<file path="src/sv/windowed_line_pattern_counter_defines.svh">
// Assertion macros for the windowed line pattern counter.
`ifndef WINDOWED_LINE_PATTERN_COUNTER_DEFINES_SVH
`define WINDOWED_LINE_PATTERN_COUNTER_DEFINES_SVH

// The consequent must hold in the same cycle as the antecedent.
`define WLPC_ASSERT_IMP(lbl, ante, cons) \
  lbl: assert property (@(posedge clk_i) disable iff (!rst_ni) (ante) |-> (cons)) \
    else $error("wlpc assertion failed");

// The consequent must hold in the cycle after the antecedent.
`define WLPC_ASSERT_NXT(lbl, ante, cons) \
  lbl: assert property (@(posedge clk_i) disable iff (!rst_ni) (ante) |=> (cons)) \
    else $error("wlpc assertion failed");

`endif

</file>
<file path="src/sv/wlpc_pkg.sv">
// Shared types and constants of the windowed line pattern counter.
package wlpc_pkg;

  localparam int unsigned TEXT_W      = 8;
  localparam int unsigned PAT_REG_W   = 64;
  localparam int unsigned PAT_LEN_W   = 5;
  localparam int unsigned WINDOW_W    = 9;
  localparam int unsigned LEVEL_W     = 16;
  localparam int unsigned COUNT_W     = 9;
  localparam int unsigned STATUS_W    = 2;
  localparam int unsigned CFG_INDEX_W = 3;
  localparam int unsigned CFG_DATA_W  = 64;
  localparam int unsigned OUT_DATA_W  = 16;

  localparam logic [TEXT_W-1:0]   NEWLINE_BYTE = 8'd10;
  localparam logic [TEXT_W-1:0]   ZERO_BYTE    = 8'd0;
  localparam logic [WINDOW_W-1:0] WINDOW_RESET = 9'd30;

  typedef enum logic [CFG_INDEX_W-1:0] {
    REG_PATTERN_FIRST = 3'd0,
    REG_PATTERN_LAST  = 3'd1,
    REG_PATTERN_LEN   = 3'd2,
    REG_WINDOW        = 3'd3,
    REG_WARN_LEVEL    = 3'd4,
    REG_CRIT_LEVEL    = 3'd5
  } cfg_reg_e;

  typedef enum logic [STATUS_W-1:0] {
    STATUS_OK       = 2'd0,
    STATUS_WARNING  = 2'd1,
    STATUS_CRITICAL = 2'd2,
    STATUS_UNKNOWN  = 2'd3
  } status_e;

  typedef struct packed {
    logic take;
    logic clear;
  } cell_ctrl_t;

endpackage

</file>
<file path="src/sv/wlpc_cell.sv">
// One cell of the prefix match chain: tracks a pattern prefix ending at the last byte.
module wlpc_cell (
  input  logic                          clk_i,
  input  logic                          rst_ni,
  input  wlpc_pkg::cell_ctrl_t          ctrl_i,
  input  logic [wlpc_pkg::TEXT_W-1:0]   text_byte_i,
  input  logic [wlpc_pkg::TEXT_W-1:0]   pat_byte_i,
  input  logic                          prev_flag_i,
  input  logic                          last_i,
  output logic                          flag_o,
  output logic                          hit_o
);

  logic flag_q, flag_d;
  logic step;

  assign step = prev_flag_i && (text_byte_i == pat_byte_i);

  always_comb begin
    flag_d = flag_q;
    if (ctrl_i.clear) begin
      flag_d = 1'b0;
    end else if (ctrl_i.take) begin
      flag_d = step;
    end
  end

  always_ff @(posedge clk_i or negedge rst_ni) begin
    if (!rst_ni) begin
      flag_q <= 1'b0;
    end else begin
      flag_q <= flag_d;
    end
  end

  assign flag_o = flag_q;
  assign hit_o  = ctrl_i.take && step && last_i;

endmodule

</file>
<file path="src/sv/wlpc_ring.sv">
// Ring memory of running match totals, one entry per closed line.
module wlpc_ring #(
  parameter int unsigned DEPTH = 256,
  parameter int unsigned AW    = 8,
  parameter int unsigned DW    = 9
) (
  input  logic          clk_i,
  input  logic          wr_en_i,
  input  logic [AW-1:0] wr_addr_i,
  input  logic [DW-1:0] wr_data_i,
  input  logic          rd_en_i,
  input  logic [AW-1:0] rd_addr_i,
  output logic [DW-1:0] rd_data_o
);

  logic [DW-1:0] ring_mem [DEPTH];
  logic [DW-1:0] rd_data_q;

  always_ff @(posedge clk_i) begin
    if (wr_en_i) begin
      ring_mem[wr_addr_i] <= wr_data_i;
    end
  end

  always_ff @(posedge clk_i) begin
    if (rd_en_i) begin
      rd_data_q <= ring_mem[rd_addr_i];
    end
  end

  assign rd_data_o = rd_data_q;

endmodule

</file>
<file path="src/sv/windowed_line_pattern_counter.sv">
// Top level of the windowed line pattern counter.
//
// Text bytes arrive on the s_axis channel, one per transfer; a transfer with
// tlast high closes the text and its tdata is ignored. Byte 10 ends a line.
// A chain of cells, one per pattern byte, tracks partial pattern matches, so
// every byte is taken as it arrives and bytes may arrive back to back.
// Each closed line writes the running match total into a ring memory; at the
// end of the text the window count is that total minus, if the text has more
// lines than the window, the ring entry of the line just before the window.
// One result leaves on m_axis after the closing transfer has passed the
// registered ring read and then the output register. Throughput is one
// transfer per cycle while the receiver does not stall.
// When the receiver stalls, one finished result waits in the output register
// and one more in the read stage; s_axis_tready_o then drops until the
// output register frees up.
// Configuration writes on the cfg channel are always taken. Reset clears
// the line state, the ring position and the registers to their reset values;
// the ring memory itself is not cleared and only entries of the current
// text are read.
module windowed_line_pattern_counter #(
  parameter int unsigned PATTERN_MAX = 16,
  parameter int unsigned LINES_MAX   = 256,
  parameter int unsigned LINE_BYTES  = 299
) (
  input  logic                                  clk_i,
  input  logic                                  rst_ni,
  input  logic                                  cfg_valid_i,
  output logic                                  cfg_ready_o,
  input  logic [wlpc_pkg::CFG_INDEX_W-1:0]      cfg_index_i,
  input  logic [wlpc_pkg::CFG_DATA_W-1:0]       cfg_data_i,
  input  logic                                  s_axis_tvalid_i,
  output logic                                  s_axis_tready_o,
  input  logic [wlpc_pkg::TEXT_W-1:0]           s_axis_tdata_i,  // [7:0] text_byte
  input  logic                                  s_axis_tlast_i,
  output logic                                  m_axis_tvalid_o,
  input  logic                                  m_axis_tready_i,
  // [8:0] match_count, [10:9] status_code, [15:11] zero
  output logic [wlpc_pkg::OUT_DATA_W-1:0]       m_axis_tdata_o
);

  localparam int unsigned AW   = (LINES_MAX > 1) ? $clog2(LINES_MAX) : 1;
  localparam int unsigned CW   = $clog2(LINES_MAX + 1);
  localparam int unsigned HW   = $clog2(LINES_MAX + 2);
  localparam int unsigned LBW  = $clog2(LINE_BYTES + 1);
  localparam int unsigned CMPW = (CW > wlpc_pkg::LEVEL_W) ? CW : wlpc_pkg::LEVEL_W;
  localparam int unsigned PADW = wlpc_pkg::OUT_DATA_W - wlpc_pkg::COUNT_W - wlpc_pkg::STATUS_W;

  logic [wlpc_pkg::PAT_REG_W-1:0]  pat_first_q, pat_last_q;
  logic [wlpc_pkg::PAT_LEN_W-1:0]  pat_len_q;
  logic [wlpc_pkg::WINDOW_W-1:0]   window_q;
  logic [wlpc_pkg::LEVEL_W-1:0]    warn_q, crit_q;

  always_ff @(posedge clk_i or negedge rst_ni) begin
    if (!rst_ni) begin
      pat_first_q <= '0;
      pat_last_q  <= '0;
      pat_len_q   <= '0;
      window_q    <= wlpc_pkg::WINDOW_RESET;
      warn_q      <= '0;
      crit_q      <= '0;
    end else if (cfg_valid_i) begin
      unique case (wlpc_pkg::cfg_reg_e'(cfg_index_i))
        wlpc_pkg::REG_PATTERN_FIRST: pat_first_q <= cfg_data_i;
        wlpc_pkg::REG_PATTERN_LAST:  pat_last_q  <= cfg_data_i;
        wlpc_pkg::REG_PATTERN_LEN:   pat_len_q   <= cfg_data_i[wlpc_pkg::PAT_LEN_W-1:0];
        wlpc_pkg::REG_WINDOW:        window_q    <= cfg_data_i[wlpc_pkg::WINDOW_W-1:0];
        wlpc_pkg::REG_WARN_LEVEL:    warn_q      <= cfg_data_i[wlpc_pkg::LEVEL_W-1:0];
        wlpc_pkg::REG_CRIT_LEVEL:    crit_q      <= cfg_data_i[wlpc_pkg::LEVEL_W-1:0];
        default: ;
      endcase
    end
  end

  assign cfg_ready_o = 1'b1;

  logic [wlpc_pkg::PAT_LEN_W-1:0] len_eff;
  logic [CMPW-1:0]                win_ext;
  logic [CW-1:0]                  win_eff;

  always_comb begin
    len_eff = pat_len_q;
    if (pat_len_q > wlpc_pkg::PAT_LEN_W'(PATTERN_MAX)) begin
      len_eff = wlpc_pkg::PAT_LEN_W'(PATTERN_MAX);
    end
    win_ext = CMPW'(window_q);
    if (win_ext == '0) begin
      win_ext = CMPW'(1);
    end else if (win_ext > CMPW'(LINES_MAX)) begin
      win_ext = CMPW'(LINES_MAX);
    end
    win_eff = win_ext[CW-1:0];
  end

  logic s1_valid_q, s1_valid_d;
  logic s1_move;
  logic out_valid_q, out_valid_d;

  assign s1_move         = !out_valid_q || m_axis_tready_i;
  assign s_axis_tready_o = !s1_valid_q || s1_move;

  logic in_fire, byte_fire, end_fire, is_nl, close_line, byte_open, take, zero_set;
  logic [LBW-1:0] bytes_q, bytes_d;
  logic           zero_seen_q, zero_seen_d;
  logic           matched_q, matched_d;

  assign in_fire    = s_axis_tvalid_i && s_axis_tready_o;
  assign byte_fire  = in_fire && !s_axis_tlast_i;
  assign end_fire   = in_fire && s_axis_tlast_i;
  assign is_nl      = s_axis_tdata_i == wlpc_pkg::NEWLINE_BYTE;
  assign close_line = (byte_fire && is_nl) || end_fire;
  assign byte_open  = byte_fire && !is_nl && !zero_seen_q && (bytes_q < LBW'(LINE_BYTES));
  assign take       = byte_open && (s_axis_tdata_i != wlpc_pkg::ZERO_BYTE);
  assign zero_set   = byte_open && (s_axis_tdata_i == wlpc_pkg::ZERO_BYTE);

  wlpc_pkg::cell_ctrl_t        cell_ctrl;
  logic [PATTERN_MAX-1:0]      cell_flag, cell_hit;
  logic                        hit_any;

  assign cell_ctrl.take  = take;
  assign cell_ctrl.clear = close_line;

  for (genvar j = 0; j < PATTERN_MAX; j++) begin : g_cell
    logic [wlpc_pkg::TEXT_W-1:0] pat_byte;
    logic                        prev_flag;
    if (j < 8) begin : g_first
      assign pat_byte = pat_first_q[j*wlpc_pkg::TEXT_W +: wlpc_pkg::TEXT_W];
    end else begin : g_last
      assign pat_byte = pat_last_q[(j-8)*wlpc_pkg::TEXT_W +: wlpc_pkg::TEXT_W];
    end
    if (j == 0) begin : g_head
      assign prev_flag = 1'b1;
    end else begin : g_link
      assign prev_flag = cell_flag[j-1];
    end
    wlpc_cell u_cell (
      .clk_i       (clk_i),
      .rst_ni      (rst_ni),
      .ctrl_i      (cell_ctrl),
      .text_byte_i (s_axis_tdata_i),
      .pat_byte_i  (pat_byte),
      .prev_flag_i (prev_flag),
      .last_i      (len_eff == wlpc_pkg::PAT_LEN_W'(j + 1)),
      .flag_o      (cell_flag[j]),
      .hit_o       (cell_hit[j])
    );
  end

  assign hit_any = |cell_hit;

  always_comb begin
    bytes_d     = bytes_q;
    zero_seen_d = zero_seen_q;
    matched_d   = matched_q;
    if (close_line) begin
      bytes_d     = '0;
      zero_seen_d = 1'b0;
      matched_d   = 1'b0;
    end else begin
      if (take) begin
        bytes_d = bytes_q + LBW'(1);
      end
      if (zero_set) begin
        zero_seen_d = 1'b1;
      end
      if (hit_any) begin
        matched_d = 1'b1;
      end
    end
  end

  logic [AW-1:0] pos_q, pos_d;
  logic [HW-1:0] held_q, held_d, held_after;
  logic [CW-1:0] cum_q, cum_d, cum_next;
  logic          line_hit;
  logic [CMPW:0] rd_addr_ext;
  logic [AW-1:0] rd_addr;
  logic [CW-1:0] rd_data;

  assign line_hit   = matched_q || (len_eff == '0);
  assign cum_next   = cum_q + CW'(line_hit);
  assign held_after = (held_q == HW'(LINES_MAX + 1)) ? held_q : held_q + HW'(1);

  always_comb begin
    if ((CMPW + 1)'(pos_q) >= (CMPW + 1)'(win_eff)) begin
      rd_addr_ext = (CMPW + 1)'(pos_q) - (CMPW + 1)'(win_eff);
    end else begin
      rd_addr_ext = (CMPW + 1)'(pos_q) + (CMPW + 1)'(LINES_MAX) - (CMPW + 1)'(win_eff);
    end
    rd_addr = rd_addr_ext[AW-1:0];
  end

  always_comb begin
    pos_d  = pos_q;
    held_d = held_q;
    cum_d  = cum_q;
    if (end_fire) begin
      pos_d  = '0;
      held_d = '0;
      cum_d  = '0;
    end else if (close_line) begin
      pos_d  = (pos_q == AW'(LINES_MAX - 1)) ? '0 : pos_q + AW'(1);
      held_d = held_after;
      cum_d  = cum_next;
    end
  end

  wlpc_ring #(
    .DEPTH (LINES_MAX),
    .AW    (AW),
    .DW    (CW)
  ) u_ring (
    .clk_i     (clk_i),
    .wr_en_i   (close_line),
    .wr_addr_i (pos_q),
    .wr_data_i (cum_next),
    .rd_en_i   (end_fire),
    .rd_addr_i (rd_addr),
    .rd_data_o (rd_data)
  );

  logic [CW-1:0] s1_cum_q;
  logic          s1_use_q;

  assign s1_valid_d = end_fire ? 1'b1 : (s1_move ? 1'b0 : s1_valid_q);

  always_ff @(posedge clk_i or negedge rst_ni) begin
    if (!rst_ni) begin
      bytes_q     <= '0;
      zero_seen_q <= 1'b0;
      matched_q   <= 1'b0;
      pos_q       <= '0;
      held_q      <= '0;
      cum_q       <= '0;
      s1_valid_q  <= 1'b0;
      out_valid_q <= 1'b0;
    end else begin
      bytes_q     <= bytes_d;
      zero_seen_q <= zero_seen_d;
      matched_q   <= matched_d;
      pos_q       <= pos_d;
      held_q      <= held_d;
      cum_q       <= cum_d;
      s1_valid_q  <= s1_valid_d;
      out_valid_q <= out_valid_d;
    end
  end

  always_ff @(posedge clk_i) begin
    if (end_fire) begin
      s1_cum_q <= cum_next;
      s1_use_q <= CMPW'(held_after) > win_ext;
    end
  end

  logic [CW-1:0]                  win_count;
  logic [CMPW-1:0]                count_ext;
  wlpc_pkg::status_e              status;
  logic [wlpc_pkg::COUNT_W-1:0]   out_count_q;
  wlpc_pkg::status_e              out_status_q;

  assign win_count = s1_cum_q - (s1_use_q ? rd_data : '0);
  assign count_ext = CMPW'(win_count);

  always_comb begin
    if (crit_q < warn_q) begin
      status = wlpc_pkg::STATUS_UNKNOWN;
    end else if (count_ext >= CMPW'(crit_q)) begin
      status = wlpc_pkg::STATUS_CRITICAL;
    end else if (count_ext >= CMPW'(warn_q)) begin
      status = wlpc_pkg::STATUS_WARNING;
    end else begin
      status = wlpc_pkg::STATUS_OK;
    end
  end

  always_comb begin
    out_valid_d = out_valid_q;
    if (s1_valid_q && s1_move) begin
      out_valid_d = 1'b1;
    end else if (m_axis_tready_i) begin
      out_valid_d = 1'b0;
    end
  end

  always_ff @(posedge clk_i) begin
    if (s1_valid_q && s1_move) begin
      out_count_q  <= count_ext[wlpc_pkg::COUNT_W-1:0];
      out_status_q <= status;
    end
  end

  assign m_axis_tvalid_o = out_valid_q;
  assign m_axis_tdata_o  = {PADW'(0), out_status_q, out_count_q};

  `include "windowed_line_pattern_counter_defines.svh"

  `WLPC_ASSERT_IMP(a_stall_blocks_input, s1_valid_q && !s1_move, !s_axis_tready_o)
  `WLPC_ASSERT_NXT(a_end_loads_stage, end_fire, s1_valid_q)
  `WLPC_ASSERT_NXT(a_end_rewinds, end_fire, pos_q == '0 && held_q == '0 && cum_q == '0)
  `WLPC_ASSERT_IMP(a_no_take_after_zero, zero_seen_q, !take)

endmodule

</file>
<file path="config.mk">
export PLATFORM = sky130hd
export DESIGN_NAME = windowed_line_pattern_counter
export DESIGN_NICKNAME = d
export VERILOG_FILES = /design/src/sv/wlpc_pkg.sv /design/src/sv/wlpc_cell.sv /design/src/sv/wlpc_ring.sv /design/src/sv/windowed_line_pattern_counter.sv
export VERILOG_INCLUDE_DIRS = /design/src /design/src/sv
export SDC_FILE = /design/constraint.sdc
export NUM_CORES = 2
export LEC_CHECK = 0
export ABC_AREA = 1
export CORE_UTILIZATION = 40
export DETAILED_ROUTE_END_ITERATION = 16
export DONT_BUFFER_PORTS = 1
export PLACE_DENSITY = 0.55
export SKIP_CTS_REPAIR_TIMING = 1
export SYNTH_ARGS = -nofsm -noshare
export SYNTH_HDL_FRONTEND = slang
export SYNTH_SLANG_ARGS = --single-unit
</file>
<file path="constraint.sdc">
create_clock -name clk_i -period 25.4 [get_ports clk_i]
set_clock_uncertainty 0.05 [all_clocks]
set_input_delay 2.54 -clock clk_i [delete_from_list [all_inputs] [get_ports clk_i]]
set_output_delay 2.54 -clock clk_i [all_outputs]
set_load 0.02 [all_outputs]
</file>
==> results.sh <==
export IMPL_crit_path_start_kind="flop"
export IMPL_power_density_mw_per_mm2=97.1
export IMPL_min_path_type="flop to flop"
export IMPL_cts_tree="yes"
export IMPL_die_w_um=524
export IMPL_ant_nets=0
export IMPL_core_region_area_mm2=0.271
export IMPL_ir_drop_mv=0.0654
export IMPL_period_minus_slack_ns=7.66
export IMPL_drv_cap=0
export IMPL_crit_arrival_ns=8.36
export IMPL_ys_types=44
export IMPL_hold_viol=0
export IMPL_synth_fa_ha_area_frac=0.00795
export IMPL_cts_made_buffers=283
export IMPL_io_pins=100
export IMPL_wirelength_mm=314
export IMPL_htreeDepth=5
export IMPL_grt_total_usage=0.226
export IMPL_synth_mux_area_frac=0
export IMPL_synthCells=10232
export IMPL_grt_setup_unrepaired="false"
export IMPL_critPathKind="flop to flop"
export IMPL_ys_ff_latch=2562
export IMPL_cts_root_buf="clkbuf_16"
export IMPL_leakage_uw=0.0457
export IMPL_via_per_inst=5.36
export IMPL_hold_depth=2
export IMPL_post_route_period_util=0.302
export IMPL_port_buffers=0
export IMPL_overflow=0
export IMPL_synth_simple_area_share=0.191
export IMPL_synth_area_mm2=0.109
export IMPL_r2r_slack_ns=17.74
export IMPL_vias=73921
export IMPL_outcome="complete, no violations"
export IMPL_rr_startpoint="window_q[0]"
export IMPL_hp_start="pat_first_q[21]"
export IMPL_grt_pass1_wl_mm=466
export IMPL_drv_slew=0
export IMPL_place_congestion=0.846
export IMPL_hpwl_mm=176
export IMPL_die_area_mm2=0.274
export IMPL_drcViolationCount=0
export IMPL_final_cell_area_mm2=0.121
export IMPL_synth_top_family_by_area="simple AND/OR/NAND/NOR gates"
export IMPL_rows=191
export IMPL_cts_sinks=2562
export IMPL_die_h_um=524
export IMPL_cp_data_required_time_ns=26.10
export IMPL_antenna_found_initial=8
export IMPL_ctsLongestPathBuffers=4
export IMPL_ys_seq_area_frac=0.696
export IMPL_crit_path_end_kind="flop"
export IMPL_timing_rr_end="u_ring.rd_data_o[7]"
export IMPL_first_pass_iters=6
export IMPL_hold_path_endpoint="pat_first_q[21]"
export IMPL_setup_tns_ns=0
export IMPL_first_global_vias=71414
export IMPL_grt_max_degree=229
export IMPL_worst_pin_slew_ns=1.49
export IMPL_clock_fmax_mhz=131
export IMPL_reg2reg_depth=22
export IMPL_yosys_area_share_xor_xnor=0.00762
export IMPL_clk_latency_ns=0.89
export IMPL_cts_clk_slew_worst_paths_ns=0.06
export IMPL_start_util=0.402
export IMPL_critical_path_startpoint="window_q[0]"
export IMPL_syn_avg_cell_area_um2=10.6
export IMPL_slew_limit_headroom=0.00855
export IMPL_drive_above_1_share=0.0550
export IMPL_fill_cells=25112
export IMPL_synth_compound_area_frac=0.0592
export IMPL_wl_per_cell_um=22.8
export IMPL_placed_cell_area_mm2=0.112
export IMPL_areaGrowthSynthToFinish_pct=11.0
export IMPL_final_util=0.447
export IMPL_worstPathMaxFanout=193
export IMPL_synth_warnings=0
export IMPL_setup_violations_final=0
export IMPL_drt_iter0_drc=7873
export IMPL_final_nets=10157
## state kept, by name, summed over array words and instances (netlist names), 2 cells and up
name / flops
bytes_q: 9
crit_q: 16
cum_q: 9
g_cell.u_cell.flag_o: 15
held_q: 9
out_count_q: 9
out_status_q: 2
pat_first_q: 64
pat_last_q: 64
pat_len_q: 5
pos_q: 8
s1_cum_q: 9
u_ring.rd_data_o: 9
u_ring.ring_mem: 2304
warn_q: 16
window_q: 9
## how the worst max path moves through the flow
stage | to | cells past startpoint
after global routing | u_ring.rd_data_o[7] | 22
final | u_ring.rd_data_o[7] | 22
after floorplan | s1_cum_q[2] | 6
after global placement | u_ring.rd_data_o[7] | 22
after detailed placement | u_ring.rd_data_o[7] | 22
after CTS | u_ring.rd_data_o[7] | 22
## cells in the mapped netlist, drive strengths merged
cell type | n | share of area
a211oi | 3 | 0.00021
a21boi | 1 | 0.000069
a21o | 2 | 0.00014
a21oi | 49 | 0.0023
a22o | 6 | 0.00048
a31oi | 2 | 0.00011
and3 | 1 | 0.000057
buf | 201 | 0.0088
clkbuf | 401 | 0.014
clkinv | 1 | 0.000034
conb | 2 | 0.000069
dfrtp | 224 | 0.051
dfstp | 4 | 0.00096
edfxtp | 2334 | 0.64
fa | 2 | 0.00037
ha | 66 | 0.0076
inv | 467 | 0.016
nand2 | 2466 | 0.085
nand3 | 829 | 0.038
nand3b | 4 | 0.00028
nand4 | 20 | 0.0011
nor2 | 1813 | 0.062
nor3 | 9 | 0.00041
nor4 | 6 | 0.00034
o2111ai | 1 | 0.000080
o211ai | 67 | 0.0046
o21a | 1 | 0.000069
o21ai | 1091 | 0.050
o21bai | 3 | 0.00021
o22ai | 10 | 0.00057
o311ai | 1 | 0.000080
o31ai | 1 | 0.000069
o41ai | 1 | 0.000080
or2 | 50 | 0.0029
xnor2 | 61 | 0.0050
xor2 | 32 | 0.0026
## metal layers
metal  vias to the layer above  track usage  share of wire
li1                      34195            -              -
met1                     36631        0.312           0.43
met2                      2616        0.367           0.47
met3                       477       0.0376          0.076
met4                         2       0.0641          0.025
met5                         -            0       0.000038
## metrics by stage
stage / worst slack (ns) / hold WS (ns) / power, uW / instances
floorplan: 15.88 / 0.386 / 6720 / 10236
global placement: 17.48 / 0.423 / 7780 / 13293
detailed placement: 17.51 / 0.430 / 7780 / 13293
CTS: 17.48 / 0.444 / 11800 / 13789
global route: 16.99 / 0.462 / 12200 / 13791
finish: 17.74 / 0.438 / 11700 / 13793
## critical path, cell delays in order (launching register included)
cell and delay (ns):
dfrtp_1 0.40, nor4_1 0.31, nand2_1 0.10, inv_1 0.08
nor2_1 0.05, nor2_1 0.28, ha_4 0.43, inv_8 0.68
buf_4 0.76, buf_12 0.47, buf_4 0.84, buf_4 0.79
buf_4 0.69, o21ai_0 0.19, nand2_1 0.11, nand2_1 0.06
nand3_1 0.12, nand3_1 0.10, nand3_1 0.20, nand3_1 0.15
nand2_1 0.22, nand2_1 0.09, nand2_1 0.11
## area by class of cell
class,instances,area (um2),area share
Antenna cell,4,10.0,0.0000828
Tap cell,3570,4470,0.0369
Inverter,468,1810,0.0150
Clock buffer,359,7570,0.0626
Clock inverter,137,1300,0.0107
Sequential cell,2562,75800,0.627
Timing Repair Buffer,89,831,0.00687
Multi-Input combinational cell,6604,29100,0.241
## power by group
part	switching, uW	internal [uW]	leakage, uW	total, uW
registers	64.0	4650	0.0253	4720
clock network	1690	2330	0.00433	4020
logic	2190	809	0.0161	3000
total	3950	7790	0.0457	11700
## placed cells by master (no fill, tap or decap), drive strengths merged, types with 5 or more instances in the layout
master	synthesis	final
nor4	6	6
dfrtp	224	224
nor3	9	9
nand2	2466	2466
a21oi	49	49
o211ai	67	67
edfxtp	2334	2334
ha	66	66
clkinv	1	101
nand3	829	829
xor2	32	32
clkbuf	401	359
buf	201	89
a22o	6	6
nor2	1813	1813
xnor2	61	61
o22ai	10	10
nand4	20	20
conb	2	6
clkinvlp	0	5
o21ai	1091	1091
or2	50	50
inv	467	478
bufinv	0	21
## cells by family (layout without fill, tap and decap cells)
| family | after synthesis | count (layout) |
|---|---|---|
| AND/OR/NAND/NOR | 5198 | 5198 |
| buffers and inverters | 1070 | 1053 |
| AO/OA/AOI/OAI | 1239 | 1239 |
| flip-flops | 2562 | 2562 |
| adder cells (fa/ha/maj) | 68 | 68 |
| other | 2 | 10 |
| XOR/XNOR | 93 | 93 |
No activity file was read; power rests on OpenSTA's default activity.
